`src/hw/rtl/dftl_pkg.sv`:
```
// Shared constants, codes and types of the deadline FIFO timeout list.
package dftl_pkg;

  localparam int DEPTH     = 16;
  localparam int IDX_W     = 4;
  localparam int CNT_W     = 5;
  localparam int TIME_W    = 40;
  localparam int VAL_W     = 32;
  localparam int AGE_W     = 32;
  localparam int LIM_W     = 5;
  localparam int WAIT_W    = 42;
  localparam int MODE_W    = 3;
  localparam int STAT_W    = 2;
  localparam int CFG_IDX_W = 1;
  localparam int CFG_W     = 32;
  localparam int MAX_RES   = 16;
  localparam int WCNT_W    = $clog2(MAX_RES + 1);
  localparam int ENT_W     = TIME_W + VAL_W;
  localparam int DATA_W    = 80;

  localparam logic [TIME_W-1:0] TIME_MAX = {TIME_W{1'b1}};

  localparam logic [AGE_W-1:0] MAX_AGE_RST    = AGE_W'(1000);
  localparam logic [LIM_W-1:0] ITEM_LIMIT_RST = LIM_W'(16);

  // Operation codes
  localparam logic [MODE_W-1:0] MODE_ADD    = 3'd0;
  localparam logic [MODE_W-1:0] MODE_REMOVE = 3'd1;
  localparam logic [MODE_W-1:0] MODE_EXPIRE = 3'd2;
  localparam logic [MODE_W-1:0] MODE_CANCEL = 3'd3;
  localparam logic [MODE_W-1:0] MODE_CLEAR  = 3'd4;
  localparam logic [MODE_W-1:0] MODE_QUERY  = 3'd5;

  // Result status codes
  localparam logic [STAT_W-1:0] ST_OK   = 2'd0;
  localparam logic [STAT_W-1:0] ST_FULL = 2'd1;
  localparam logic [STAT_W-1:0] ST_NONE = 2'd2;

  // Register indexes
  localparam logic [CFG_IDX_W-1:0] REG_MAX_AGE    = 1'b0;
  localparam logic [CFG_IDX_W-1:0] REG_ITEM_LIMIT = 1'b1;

  typedef struct packed {
    logic [TIME_W-1:0] now_ms;
    logic [AGE_W-1:0]  max_age;
    logic [TIME_W-1:0] head_deadline;
    logic              head_dead;
    logic              walk_all;
    logic              empty;
  } calc_req_t;

  typedef struct packed {
    logic [TIME_W-1:0] deadline;
    logic              overdue;
    logic [WAIT_W-1:0] wait_ms;
  } calc_res_t;

endpackage

```
`src/hw/rtl/dftl_ram.sv`:
```
// Generic single-write, single-read RAM with registered read data.
module dftl_ram #(
  parameter int WIDTH = 8,
  parameter int DEPTH = 16
) (
  input  logic                     clk,
  input  logic                     we,
  input  logic [$clog2(DEPTH)-1:0] waddr,
  input  logic [WIDTH-1:0]         wdata,
  input  logic                     re,
  input  logic [$clog2(DEPTH)-1:0] raddr,
  output logic [WIDTH-1:0]         rdata
);

  logic [WIDTH-1:0] mem [DEPTH];

  always_ff @(posedge clk) begin
    if (we) begin
      mem[waddr] <= wdata;
    end
    if (re) begin
      rdata <= mem[raddr];
    end
  end

endmodule

```
`src/hw/rtl/dftl_calc.sv`:
```
// Deadline arithmetic: saturated new deadline, overdue test and query wait.
module dftl_calc (
  input  dftl_pkg::calc_req_t req,
  output dftl_pkg::calc_res_t res
);

  logic [dftl_pkg::TIME_W:0]   sum;
  logic                        due;
  logic [dftl_pkg::TIME_W-1:0] diff;

  assign sum  = {1'b0, req.now_ms}
              + {{(dftl_pkg::TIME_W - dftl_pkg::AGE_W + 1){1'b0}}, req.max_age};
  assign due  = req.head_deadline <= req.now_ms;
  assign diff = req.head_deadline - req.now_ms;

  always_comb begin
    res.deadline = sum[dftl_pkg::TIME_W] ? dftl_pkg::TIME_MAX
                                         : sum[dftl_pkg::TIME_W-1:0];
    res.overdue  = !req.head_dead && (req.walk_all || due);
    if (req.empty) begin
      res.wait_ms = {dftl_pkg::WAIT_W{1'b1}};
    end else if (req.head_dead || due) begin
      res.wait_ms = dftl_pkg::WAIT_W'(1);
    end else begin
      res.wait_ms = dftl_pkg::WAIT_W'(diff) + dftl_pkg::WAIT_W'(1);
    end
  end

endmodule

```
`src/hw/rtl/deadline_fifo_timeout_list_top.sv`:
```
// Deadline FIFO timeout list: ring of timed entries with lazy deletion.
//
// One input word carries an operation (in_tuser) and its operands; every
// accepted word of a defined mode gives one or more result words, the final
// one marked by out_tlast. Add, remove, clear and query give one result;
// expire and cancel walk the head of the ring and give one result per
// emitted entry (at most 16), or a single "nothing to emit" result.
// Timing: a single-result word is registered into the output register once
// that register is free; a walk holds each emitted entry back until the next
// head entry has been seen, so that its last flag is known.
// Throughput: one word at a time. Expire and cancel retire one head entry a
// cycle through the single read port of the entry RAM, unless a held output
// word blocks the next emission. The next input word is taken once the walk
// has finished, while the last result may still sit in the output register.
// A stalled receiver holds the output register; the walk then holds too.
// Reset (synchronous, rst_n low) empties the ring and restores max_age to
// 1000 and item_limit to 16. The user must write configuration only while
// idle; the block itself does not enforce it.
module deadline_fifo_timeout_list_top (
  input  logic                              clk,
  input  logic                              rst_n,
  input  logic                              in_tvalid,
  output logic                              in_tready,
  // now_ms [39:0], item_value [71:40], slot_handle [75:72], zero [79:76]
  input  logic [dftl_pkg::DATA_W-1:0]       in_tdata,
  // mode [2:0]
  input  logic [dftl_pkg::MODE_W-1:0]       in_tuser,
  output logic                              out_tvalid,
  input  logic                              out_tready,
  // handle_out [3:0], value_out [35:4], wait_ms [77:36], zero [79:78]
  output logic [dftl_pkg::DATA_W-1:0]       out_tdata,
  // status [1:0]
  output logic [dftl_pkg::STAT_W-1:0]       out_tuser,
  output logic                              out_tlast,
  input  logic                              cfg_we,
  input  logic [dftl_pkg::CFG_IDX_W-1:0]    cfg_index,
  input  logic [dftl_pkg::CFG_W-1:0]        cfg_data
);

  localparam logic S_IDLE = 1'b0;
  localparam logic S_EXEC = 1'b1;

  logic state_r, state_nxt;

  logic [dftl_pkg::MODE_W-1:0] mode_r;
  logic [dftl_pkg::TIME_W-1:0] now_r;
  logic [dftl_pkg::VAL_W-1:0]  val_r;
  logic [dftl_pkg::IDX_W-1:0]  handle_r;

  logic [dftl_pkg::AGE_W-1:0]  max_age_r;
  logic [dftl_pkg::LIM_W-1:0]  item_limit_r;

  logic [dftl_pkg::IDX_W-1:0]  head_r, head_nxt;
  logic [dftl_pkg::IDX_W-1:0]  tail_r, tail_nxt;
  logic [dftl_pkg::CNT_W-1:0]  count_r, count_nxt;
  logic [dftl_pkg::DEPTH-1:0]  dead_r, dead_nxt;
  logic [dftl_pkg::DEPTH-1:0]  used_r, used_nxt;

  logic [dftl_pkg::WCNT_W-1:0] walk_cnt_r, walk_cnt_nxt;
  logic                        pend_vld_r, pend_vld_nxt;
  logic [dftl_pkg::IDX_W-1:0]  pend_handle_r, pend_handle_nxt;
  logic [dftl_pkg::VAL_W-1:0]  pend_value_r, pend_value_nxt;

  logic                        out_vld_r, out_vld_nxt;
  logic [dftl_pkg::STAT_W-1:0] out_status_r;
  logic [dftl_pkg::IDX_W-1:0]  out_handle_r;
  logic [dftl_pkg::VAL_W-1:0]  out_value_r;
  logic [dftl_pkg::WAIT_W-1:0] out_wait_r;
  logic                        out_last_r;

  logic                        push;
  logic [dftl_pkg::STAT_W-1:0] push_status;
  logic [dftl_pkg::IDX_W-1:0]  push_handle;
  logic [dftl_pkg::VAL_W-1:0]  push_value;
  logic [dftl_pkg::WAIT_W-1:0] push_wait;
  logic                        push_last;

  logic                        ram_we;
  logic [dftl_pkg::ENT_W-1:0]  ram_rdata;
  logic [dftl_pkg::TIME_W-1:0] head_deadline;
  logic [dftl_pkg::VAL_W-1:0]  head_value;

  dftl_pkg::calc_req_t calc_req;
  dftl_pkg::calc_res_t calc_res;

  logic                        in_acc;
  logic                        out_free;
  logic                        full;
  logic [dftl_pkg::CNT_W-1:0]  limit;
  logic                        walk_stop;

  assign in_tready = state_r == S_IDLE;
  assign in_acc    = in_tvalid && in_tready;
  assign out_free  = !out_vld_r || out_tready;

  assign head_deadline = ram_rdata[dftl_pkg::ENT_W-1:dftl_pkg::VAL_W];
  assign head_value    = ram_rdata[dftl_pkg::VAL_W-1:0];

  assign limit = (item_limit_r > dftl_pkg::LIM_W'(dftl_pkg::DEPTH))
               ? dftl_pkg::CNT_W'(dftl_pkg::DEPTH) : dftl_pkg::CNT_W'(item_limit_r);
  assign full  = count_r >= limit;

  always_comb begin
    calc_req.now_ms        = now_r;
    calc_req.max_age       = max_age_r;
    calc_req.head_deadline = head_deadline;
    calc_req.head_dead     = dead_r[head_r];
    calc_req.walk_all      = mode_r == dftl_pkg::MODE_CANCEL;
    calc_req.empty         = count_r == '0;
  end

  dftl_calc u_calc (
    .req (calc_req),
    .res (calc_res)
  );

  // Entry store: deadline above value, read at the head every cycle
  dftl_ram #(
    .WIDTH (dftl_pkg::ENT_W),
    .DEPTH (dftl_pkg::DEPTH)
  ) u_ram (
    .clk   (clk),
    .we    (ram_we),
    .waddr (tail_r),
    .wdata ({calc_res.deadline, val_r}),
    .re    (1'b1),
    .raddr (head_nxt),
    .rdata (ram_rdata)
  );

  assign walk_stop = (count_r == '0)
                  || (walk_cnt_r == dftl_pkg::WCNT_W'(dftl_pkg::MAX_RES))
                  || (!dead_r[head_r] && !calc_res.overdue);

  always_comb begin
    state_nxt       = state_r;
    head_nxt        = head_r;
    tail_nxt        = tail_r;
    count_nxt       = count_r;
    dead_nxt        = dead_r;
    used_nxt        = used_r;
    walk_cnt_nxt    = walk_cnt_r;
    pend_vld_nxt    = pend_vld_r;
    pend_handle_nxt = pend_handle_r;
    pend_value_nxt  = pend_value_r;
    ram_we          = 1'b0;
    push            = 1'b0;
    push_status     = dftl_pkg::ST_OK;
    push_handle     = '0;
    push_value      = '0;
    push_wait       = '0;
    push_last       = 1'b1;

    unique case (state_r)
      S_IDLE: begin
        if (in_acc) begin
          state_nxt    = S_EXEC;
          walk_cnt_nxt = '0;
          pend_vld_nxt = 1'b0;
        end
      end
      S_EXEC: begin
        unique case (mode_r) inside
          dftl_pkg::MODE_ADD: begin
            if (out_free) begin
              push      = 1'b1;
              state_nxt = S_IDLE;
              if (full) begin
                push_status = dftl_pkg::ST_FULL;
              end else begin
                ram_we           = 1'b1;
                push_handle      = tail_r;
                used_nxt[tail_r] = 1'b1;
                dead_nxt[tail_r] = 1'b0;
                tail_nxt         = tail_r + 1'b1;
                count_nxt        = count_r + 1'b1;
              end
            end
          end
          dftl_pkg::MODE_REMOVE: begin
            if (out_free) begin
              push        = 1'b1;
              push_handle = handle_r;
              state_nxt   = S_IDLE;
              if (used_r[handle_r]) begin
                dead_nxt[handle_r] = 1'b1;
              end
            end
          end
          dftl_pkg::MODE_CLEAR: begin
            if (out_free) begin
              push      = 1'b1;
              state_nxt = S_IDLE;
              dead_nxt  = '0;
              used_nxt  = '0;
              head_nxt  = '0;
              tail_nxt  = '0;
              count_nxt = '0;
            end
          end
          dftl_pkg::MODE_QUERY: begin
            if (out_free) begin
              push      = 1'b1;
              push_wait = calc_res.wait_ms;
              state_nxt = S_IDLE;
            end
          end
          dftl_pkg::MODE_EXPIRE, dftl_pkg::MODE_CANCEL: begin
            if (walk_stop) begin
              // flush the held entry as the final word, or report none
              if (out_free) begin
                push      = 1'b1;
                state_nxt = S_IDLE;
                if (pend_vld_r) begin
                  push_handle = pend_handle_r;
                  push_value  = pend_value_r;
                end else begin
                  push_status = dftl_pkg::ST_NONE;
                end
              end
            end else if (!(calc_res.overdue && pend_vld_r) || out_free) begin
              // hold each emitted entry back in the pending register until its last flag is known
              if (calc_res.overdue) begin
                if (pend_vld_r) begin
                  push        = 1'b1;
                  push_handle = pend_handle_r;
                  push_value  = pend_value_r;
                  push_last   = 1'b0;
                end
                pend_vld_nxt    = 1'b1;
                pend_handle_nxt = head_r;
                pend_value_nxt  = head_value;
                walk_cnt_nxt    = walk_cnt_r + 1'b1;
              end
              used_nxt[head_r] = 1'b0;
              dead_nxt[head_r] = 1'b0;
              head_nxt         = head_r + 1'b1;
              count_nxt        = count_r - 1'b1;
            end
          end
          default: begin
            state_nxt = S_IDLE;
          end
        endcase
      end
      default: begin
        state_nxt = S_IDLE;
      end
    endcase
  end

  always_comb begin
    out_vld_nxt = out_vld_r;
    if (push) begin
      out_vld_nxt = 1'b1;
    end else if (out_tready) begin
      out_vld_nxt = 1'b0;
    end
  end

  always_ff @(posedge clk) begin
    if (!rst_n) begin
      state_r    <= S_IDLE;
      head_r     <= '0;
      tail_r     <= '0;
      count_r    <= '0;
      dead_r     <= '0;
      used_r     <= '0;
      walk_cnt_r <= '0;
      pend_vld_r <= 1'b0;
      out_vld_r  <= 1'b0;
    end else begin
      state_r    <= state_nxt;
      head_r     <= head_nxt;
      tail_r     <= tail_nxt;
      count_r    <= count_nxt;
      dead_r     <= dead_nxt;
      used_r     <= used_nxt;
      walk_cnt_r <= walk_cnt_nxt;
      pend_vld_r <= pend_vld_nxt;
      out_vld_r  <= out_vld_nxt;
    end
  end

  always_ff @(posedge clk) begin
    if (!rst_n) begin
      max_age_r    <= dftl_pkg::MAX_AGE_RST;
      item_limit_r <= dftl_pkg::ITEM_LIMIT_RST;
    end else if (cfg_we) begin
      unique case (cfg_index)
        dftl_pkg::REG_MAX_AGE:    max_age_r    <= cfg_data[dftl_pkg::AGE_W-1:0];
        dftl_pkg::REG_ITEM_LIMIT: item_limit_r <= cfg_data[dftl_pkg::LIM_W-1:0];
        default: begin
        end
      endcase
    end
  end

  // Payload registers
  always_ff @(posedge clk) begin
    if (in_acc) begin
      mode_r   <= in_tuser;
      now_r    <= in_tdata[39:0];
      val_r    <= in_tdata[71:40];
      handle_r <= in_tdata[75:72];
    end
    pend_handle_r <= pend_handle_nxt;
    pend_value_r  <= pend_value_nxt;
    if (push) begin
      out_status_r <= push_status;
      out_handle_r <= push_handle;
      out_value_r  <= push_value;
      out_wait_r   <= push_wait;
      out_last_r   <= push_last;
    end
  end

  assign out_tvalid = out_vld_r;
  assign out_tuser  = out_status_r;
  assign out_tlast  = out_last_r;
  assign out_tdata  = {2'b00, out_wait_r, out_value_r, out_handle_r};

  a_count_matches_used: assert property (@(posedge clk) disable iff (!rst_n)
    $countones(used_r) == int'(count_r))
    else $error("entry count does not match occupied slots");

  a_dead_only_used: assert property (@(posedge clk) disable iff (!rst_n)
    (dead_r & ~used_r) == '0)
    else $error("dead mark on an empty slot");

  a_count_bound: assert property (@(posedge clk) disable iff (!rst_n)
    count_r <= dftl_pkg::CNT_W'(dftl_pkg::DEPTH))
    else $error("entry count beyond ring depth");

  a_walk_bound: assert property (@(posedge clk) disable iff (!rst_n)
    walk_cnt_r <= dftl_pkg::WCNT_W'(dftl_pkg::MAX_RES))
    else $error("walk emitted more than the result limit");

  a_push_from_exec: assert property (@(posedge clk) disable iff (!rst_n)
    push |-> (state_r == S_EXEC) && out_free)
    else $error("result word pushed outside execution or over a held word");

  a_ring_span: assert property (@(posedge clk) disable iff (!rst_n)
    (count_r != dftl_pkg::CNT_W'(dftl_pkg::DEPTH)) && (count_r != '0)
      |-> (dftl_pkg::IDX_W'(head_r + dftl_pkg::IDX_W'(count_r)) == tail_r))
    else $error("head, tail and entry count disagree");

endmodule

```
`config.mk`:
```
export PLATFORM = sky130hd
export DESIGN_NAME = deadline_fifo_timeout_list_top
export DESIGN_NICKNAME = d
export VERILOG_FILES = /design/src/hw/rtl/dftl_pkg.sv /design/src/hw/rtl/dftl_ram.sv /design/src/hw/rtl/dftl_calc.sv /design/src/hw/rtl/deadline_fifo_timeout_list_top.sv
export SDC_FILE = /design/constraint.sdc
export NUM_CORES = 2
export LEC_CHECK = 0
export BUFFER_PORTS_ARGS = -buffer_cell sky130_fd_sc_hd__buf_2
export CAP_MARGIN = 20
export CELL_PAD_IN_SITES_DETAIL_PLACEMENT = 1
export CELL_PAD_IN_SITES_GLOBAL_PLACEMENT = 1
export CORE_MARGIN = 2
export CORE_UTILIZATION = 55
export DETAILED_ROUTE_END_ITERATION = 8
export GPL_TIMING_DRIVEN = 0
export PLACE_DENSITY_LB_ADDON = 0.1
export SYNTH_ARGS = -nofsm -noshare
export SYNTH_HDL_FRONTEND = slang
export SYNTH_SLANG_ARGS = --single-unit
```
`constraint.sdc`:
```
create_clock -name clk -period 18 [get_ports clk]
set_input_delay 1.8 -clock clk [delete_from_list [all_inputs] [get_ports clk]]
set_output_delay 1.8 -clock clk [all_outputs]
set_load 0.05 [all_outputs]
```
## Yosys cells after proc, flatten, opt, wreduce, memory -nomap -nowiden

Memory sizes are Yosys's and may differ from the RTL's. A register that Yosys moved wholly into a read port is not among the register bits.
Cells that the tools add are included.

- Register bits: 286
- Bits in writable memories: 1,152
- Memories: 1
- Word-level logic and storage cells: 201
- Output and inout port bits: 85
- Memory bits (read-only): 0
- Bits in latches: 0

- $lt $le $gt $ge: 9
- Eq/ne operators: 18
- Divide/modulo/power cells: 0
- Add/sub/neg operators: 8
- Mux-type cells: 95
- Shifts and indexed selects: 0
- Reduce and logical (&&, ||, !) cells: 35
- Bitwise gates (word level): 13
- $mul: 0

Memories:

| name | depth | width | rd ports | clocked after memory_dff | write ports | line | source |
|---|---|---|---|---|---|---|---|
| u_ram.mem | 16 | 72 | 1 | 1 | 1 | dftl_ram.sv:15 | `logic [WIDTH-1:0] mem [DEPTH];` |

Operators with widths:

| cell | number |
|---|---|
| $mux W16 | 11 |
| $mux W32 | 5 |
| $mux W42 | 2 |
| $pmux W16 S4 | 1 |
| $mux W4 | 15 |
| $mux W5 | 11 |
| $and A16 B16 Y16 | 3 |
| $pmux W16 S3 | 1 |
| $add A40 B1 Y41 const B | 1 |
| $add A40 B32 Y41 | 1 |
| $le A40 B40 Y1 | 1 |
| $mux W40 | 1 |
| $sub A40 B40 Y40 | 1 |
| $not A16 Y16 | 2 |
| $or A16 B16 Y16 | 2 |
| $mux W1 | 29 |
| $pmux W4 S2 | 2 |
| $lt A4 B5 Y1 const B | 3 |
| $pmux W5 S3 | 1 |
| $reduce_and A5 Y1 | 3 |
| $ne A2 B2 Y1 const B | 7 |
| $demux W1 S4 | 3 |
| $ge A4 B1 Y1 const B | 3 |
| $pmux W4 S3 | 1 |
| 31 further kinds | 68 |

## Logic depth before layout (Yosys ltp)

- Depth in word-level cells: 12
- Depth in mapped cells: 18

## Hierarchy

From an unflattened synthesis, not the netlist that was laid out.

- Cell total of the unflattened synthesis: 3,675
- Area, all modules: 62,633.8 sq um

Modules (own cells, without submodules):

| module | cells each | seq. area each (sq um) | area each (sq um) | instances |
|---|---|---|---|---|
| dftl_ram | 1,850 | 36,755.3 | 45,273.4 | 1 |
| deadline_fifo_timeout_list_top | 908 | 7,687.4 | 11,446.0 | 1 |
| dftl_calc | 917 | 0.0 | 5,914.4 | 1 |

## Worst setup path before layout

No wires, ideal clock.

- Path kind: input to register
- Start point: input out_tready
- End point: memory u_ram.mem[3][0] (netlist name) (enable)
- Data arrival time: 7,637 ps
- Stages: 7
- Slack: 9,770 ps
- Cell sequence: nor2b_1 -> clkbuf_1 -> nor2_1 -> nand3_1 -> nor2_1 -> nand2_1 -> nor3_1

- Cells in the longest elaborated chain, start to end: 6

RTL lines:

| item | line | source |
|---|---|---|
| from (decl) | deadline_fifo_timeout_list_top.sv:29 | `input logic out_tready,` |
| $logic_or A1 B1 Y1 | deadline_fifo_timeout_list_top.sv:94 | `assign out_free = !out_vld_r \|\| out_tready;` |
| $mux W1 | deadline_fifo_timeout_list_top.sv:165 | `if (out_free) begin` |
| $mux W1 | deadline_fifo_timeout_list_top.sv:163 | `unique case (mode_r) inside` |
| $mux W1 | deadline_fifo_timeout_list_top.sv:154 | `unique case (state_r)` |
| $mux W1 | dftl_ram.sv:18 | `if (we) begin` |
| $mux W1 (not written as such) | dftl_ram.sv:19 | `mem[waddr] <= wdata;` |
| to (decl) | dftl_ram.sv:15 |  |

Every way passes these cells.

## Final worst setup path

- Start point: register now_r[32] (netlist name)
- End point: register u_ram.rdata[68], read port of u_ram.mem

- Cells in the longest elaborated chain, start to end: 10
- Elaborated cells on any way between the ends: 13
- Those cells by class: 1 x order compare; 4 x mux; 8 x reduce/logical

RTL lines:

| item | line | source |
|---|---|---|
| from (decl) | deadline_fifo_timeout_list_top.sv:46 | `logic [dftl_pkg::TIME_W-1:0] now_r;` |
| from (signal assigned) | deadline_fifo_timeout_list_top.sv:303 | `now_r <= in_tdata[39:0];` |
| $le A40 B40 Y1 * | dftl_calc.sv:13 | `assign due = req.head_deadline <= req.now_ms;` |
| $logic_or A1 B1 Y1 * | dftl_calc.sv:19 | `res.overdue = !req.head_dead && (req.walk_all \|\| due);` |
| $logic_and A1 B1 Y1 * | dftl_calc.sv:19 |  |
| $logic_and A1 B1 Y1 | deadline_fifo_timeout_list_top.sv:221 | `end else if (!(calc_res.overdue && pend_vld_r) \|\| out_free) begin` |
| $logic_not A1 Y1 | deadline_fifo_timeout_list_top.sv:221 |  |
| $logic_or A1 B1 Y1 | deadline_fifo_timeout_list_top.sv:221 |  |
| $mux W4 | deadline_fifo_timeout_list_top.sv:221 |  |
| $mux W4 * | deadline_fifo_timeout_list_top.sv:209 | `if (walk_stop) begin` |
| $pmux W4 S2 * | deadline_fifo_timeout_list_top.sv:163 |  |
| $mux W4 * | deadline_fifo_timeout_list_top.sv:154 |  |
| to (decl) | dftl_ram.sv:12 | `output logic [WIDTH-1:0] rdata` |

Every way passes the cells marked *; elsewhere a longest branch is shown, timed or not.
A chain may end at the register's enable or synchronous reset.

==> flow_summary.json <==
{
  "layout_min_cycle_time_ns": 6.36,
  "wire_per_inst_um": 30.0,
  "critical_path_arrival_ns": 6.98,
  "required_ns": 18.62,
  "syn_inst": 4300,
  "max_freq_mhz": 157,
  "wl_met1_mm": 75.0,
  "highest_layer": "met5",
  "fin_nets": 4958,
  "r2r_cells": 14,
  "detailroute.wirelength.met2_mm": 92.0,
  "fin_worst_skew_ns": 0.0322,
  "htree_levels": 4,
  "dp.cells": 6083,
  "synth.distinct_cells": 99,
  "status": "completed",
  "finalPower_mw": 7.60,
  "dp_hpwl_mm": 128,
  "cts_tree": "built",
  "gp_congestion": 0.924,
  "ant_nets": 0,
  "die_area_mm2": 0.115,
  "max_slew.worst_pin.slew_ns": 1.21,
  "die_x_um": 340,
  "placed_area_mm2": 0.0664,
  "cts_buffer_depth": 3,
  "clkSlewWorstSetupHoldPaths_ns": 0.06,
  "post-route-drc-count": 0,
  "num_io_pins": 206,
  "wirelength_mm": 192,
  "fin_hold_ws_ns": 0.394,
  "grt_max_degree": 32,
  "ys_seq_area_share_pct": 70.5,
  "synth-xor-area-share_pct": 1.30,
  "synth_edf_count": 1348,
  "maxSlewViolCount": 0,
  "cts_resized": 0,
  "final.setup.tns_ns": 0,
  "placementRows": 123,
  "drv_cap": 0,
  "r2r-start": "now_r[32]$_DFFE_PP_",
  "post_cts_buffers": 0,
  "synth_compound_area_share_pct": 9.19,
  "io_buffer_count": 197,
  "power_density_mw_per_mm2": 106,
  "crit_type": "flip-flop to flip-flop",
  "ir_worst_vdd_uv": 95.6,
  "rsz0062_at_grt": "no",
  "synth_async_sr_flop_share_pct": 0,
  "power_leakage_nw": 24.3,
  "cts-root-buf": "clkbuf_16",
  "critPathCaptureType": "flip-flop",
  "vias_per_cell": 6.34,
  "start_util_pct": 55.2,
  "synth_top_flop_cell": "edfxtp_1",
  "fin_cells": 6383,
  "hold_violations": 0,
  "core_mm2": 0.112,
  "dr.pass1.iters": 9,
  "r2r_end": "u_ram.rdata[68]$_DFF_P_",
  "overflow": 0,
  "hold_depth": 0,
  "drt_iter0_drc": 4646,
  "synth_top_family_by_area": "simple AND/OR/NAND/NOR gates",
  "grt_pass1_wl_mm": 280,
  "finish.instance_area_mm2": 0.0716,
  "via_count": 40500,
  "whs_endpoint": "pend_value_r[21]$_DFFE_PP_",
  "synthSimpleGateAreaFrac_pct": 9.48,
  "ctsHoldBuffers": 0,
  "min_from": "u_ram.rdata[21]$_DFF_P_",
  "clock_latency_ns": 0.79,
  "synthAdderAreaFrac_pct": 1.93,
  "cts_buffers": 156,
  "antenna_found_initial": 16,
  "fin_crit_sh_pct": 35.4,
  "cts.sink_count": 1510,
  "layout-drive-gt1-share_pct": 14.9,
  "rrSetupSlack_ns": 11.64,
  "first_global_vias": 42900,
  "relSlewSlack_pct": 18.3,
  "setup_viol": 0,
  "cp_max_fo": 10,
  "syn_area_per_cell_um2": 14.4,
  "die_y_um": 340,
  "ys_seq_elements": 1510,
  "track_usage_pct": 33.1,
  "min_path_type": "flip-flop to flip-flop",
  "muxShareOfSynthArea_pct": 5.10,
  "area_growth_pct": 15.4,
  "wl_met3_mm": 14.6,
  "startpoint_type": "flip-flop",
  "ys_warn_count": 0,
  "syn_area_mm2": 0.0620
}
[routing by layer]
metal | up-vias | GRT usage [%]
met2 | 2048 | 54.5
li1 | 17400 | -
met5 | - | 0
met3 | 527 | 5.23
met4 | 4 | 16.0
met1 | 20500 | 43.1
[registers in the layout, summed over array words and instances (netlist names), 5 cells and up]
register / cells
now_r: 40
val_r: 32
count_r: 5
walk_cnt_r: 5
out_wait_r: 42
u_ram.mem: 1152
pend_value_r: 32
out_value_r: 32
u_ram.rdata: 72
dead_r: 16
max_age_r: 32
used_r: 16
item_limit_r: 5
[kinds of logic (layout without fill, tap and decap cells)]
logic type,after synthesis,in the layout
xor+xnor,92,92
mux,303,303
fa+ha+maj,94,94
other cells,1,9
simple gates,1240,1240
compound gates,744,744
flops,1510,1510
buf+inv,316,891
[cells in the final DEF, fill, tap and decap left out, types with 38 or more instances in the layout]
cell and count:
inv_1 83, nor2_1 104, xor2_1 38, mux2i_1 292
nand2_1 759, a21boi_0 45, edfxtp_1 1348, buf_6 50
clkbuf_16 161, ha_1 91, o21ai_0 76, and4_1 76
nand3_1 45, and2_1 48, buf_2 275, a21oi_1 90
clkbuf_1 144, o21a_1 49, a32oi_1 292, dfxtp_1 162
xnor2_1 54
[critical path: stages (launching register included)]
cell and delay, ns:
edfxtp_1 0.34, clkbuf_1 0.36, inv_1 0.18, ha_1 0.45, and4_1 0.37, a211oi_1 0.08, o21ai_0 0.94, nand3_1 0.33
o31ai_4 0.46, nor3_1 0.14, a21o_2 0.29, nor3_4 0.93, clkbuf_1 0.77, a32oi_1 0.18, and4_1 0.35
[cells in the mapped netlist, types with 54 or more instances]
cell type  number  share of area [%]
xnor2_1        54               0.76
buf_2          77               0.62
mux2i_1       292                4.7
nor2_1        116               0.70
a21oi_1        91               0.73
edfxtp_1     1348                 65
o21ai_0        81               0.65
nand2_1       759                4.6
dfxtp_1       162                5.2
and4_1         76                1.1
a32oi_1       292                4.1
inv_1          84               0.51
ha_1           91                1.8
clkbuf_1      104               0.63
[worst max path at each step]
stage / from / to / slack (ns) / cells past startpoint
after floorplan: out_tready / u_ram.mem[3][0]$_DFFE_PP_ / 9.77 / 7
after detailed placement: now_r[32]$_DFFE_PP_ / u_ram.rdata[33]$_DFF_P_ / 11.83 / 15
after CTS: now_r[32]$_DFFE_PP_ / u_ram.rdata[33]$_DFF_P_ / 11.79 / 15
final: now_r[32]$_DFFE_PP_ / u_ram.rdata[68]$_DFF_P_ / 11.64 / 14
after global routing: now_r[32]$_DFFE_PP_ / u_ram.rdata[66]$_DFF_P_ / 11.68 / 15
after global placement: out_tready / u_ram.mem[0][3]$_DFFE_PP_ / 3.88 / 8
[cell type report]
type,count,area [um^2]
sequential,1510,43700
buffer,232,1210
clock buffer,218,4410
clock inverter,73,749
inverter,84,315
multi-input combinational,2475,16900
tap,1500,1880
fill,10400,40600
timing repair buffer,284,2370
antenna,7,17.5
[power breakdown]
group	switching [mW]	internal (mW)
registers	0.0368	3.90
logic	0.275	0.113
clock network	1.40	1.88
total	1.71	5.89
[through the flow]
stage / utilization, % / worst slack [ns]
final: 63.8 / 11.64
after global routing: 63.8 / 11.68
after CTS: 63.7 / 11.79
after detailed placement: 59.1 / 11.83
after global placement: 57.8 / 3.88
after floorplan: - / 9.77
(Power assumes the default switching activity.)
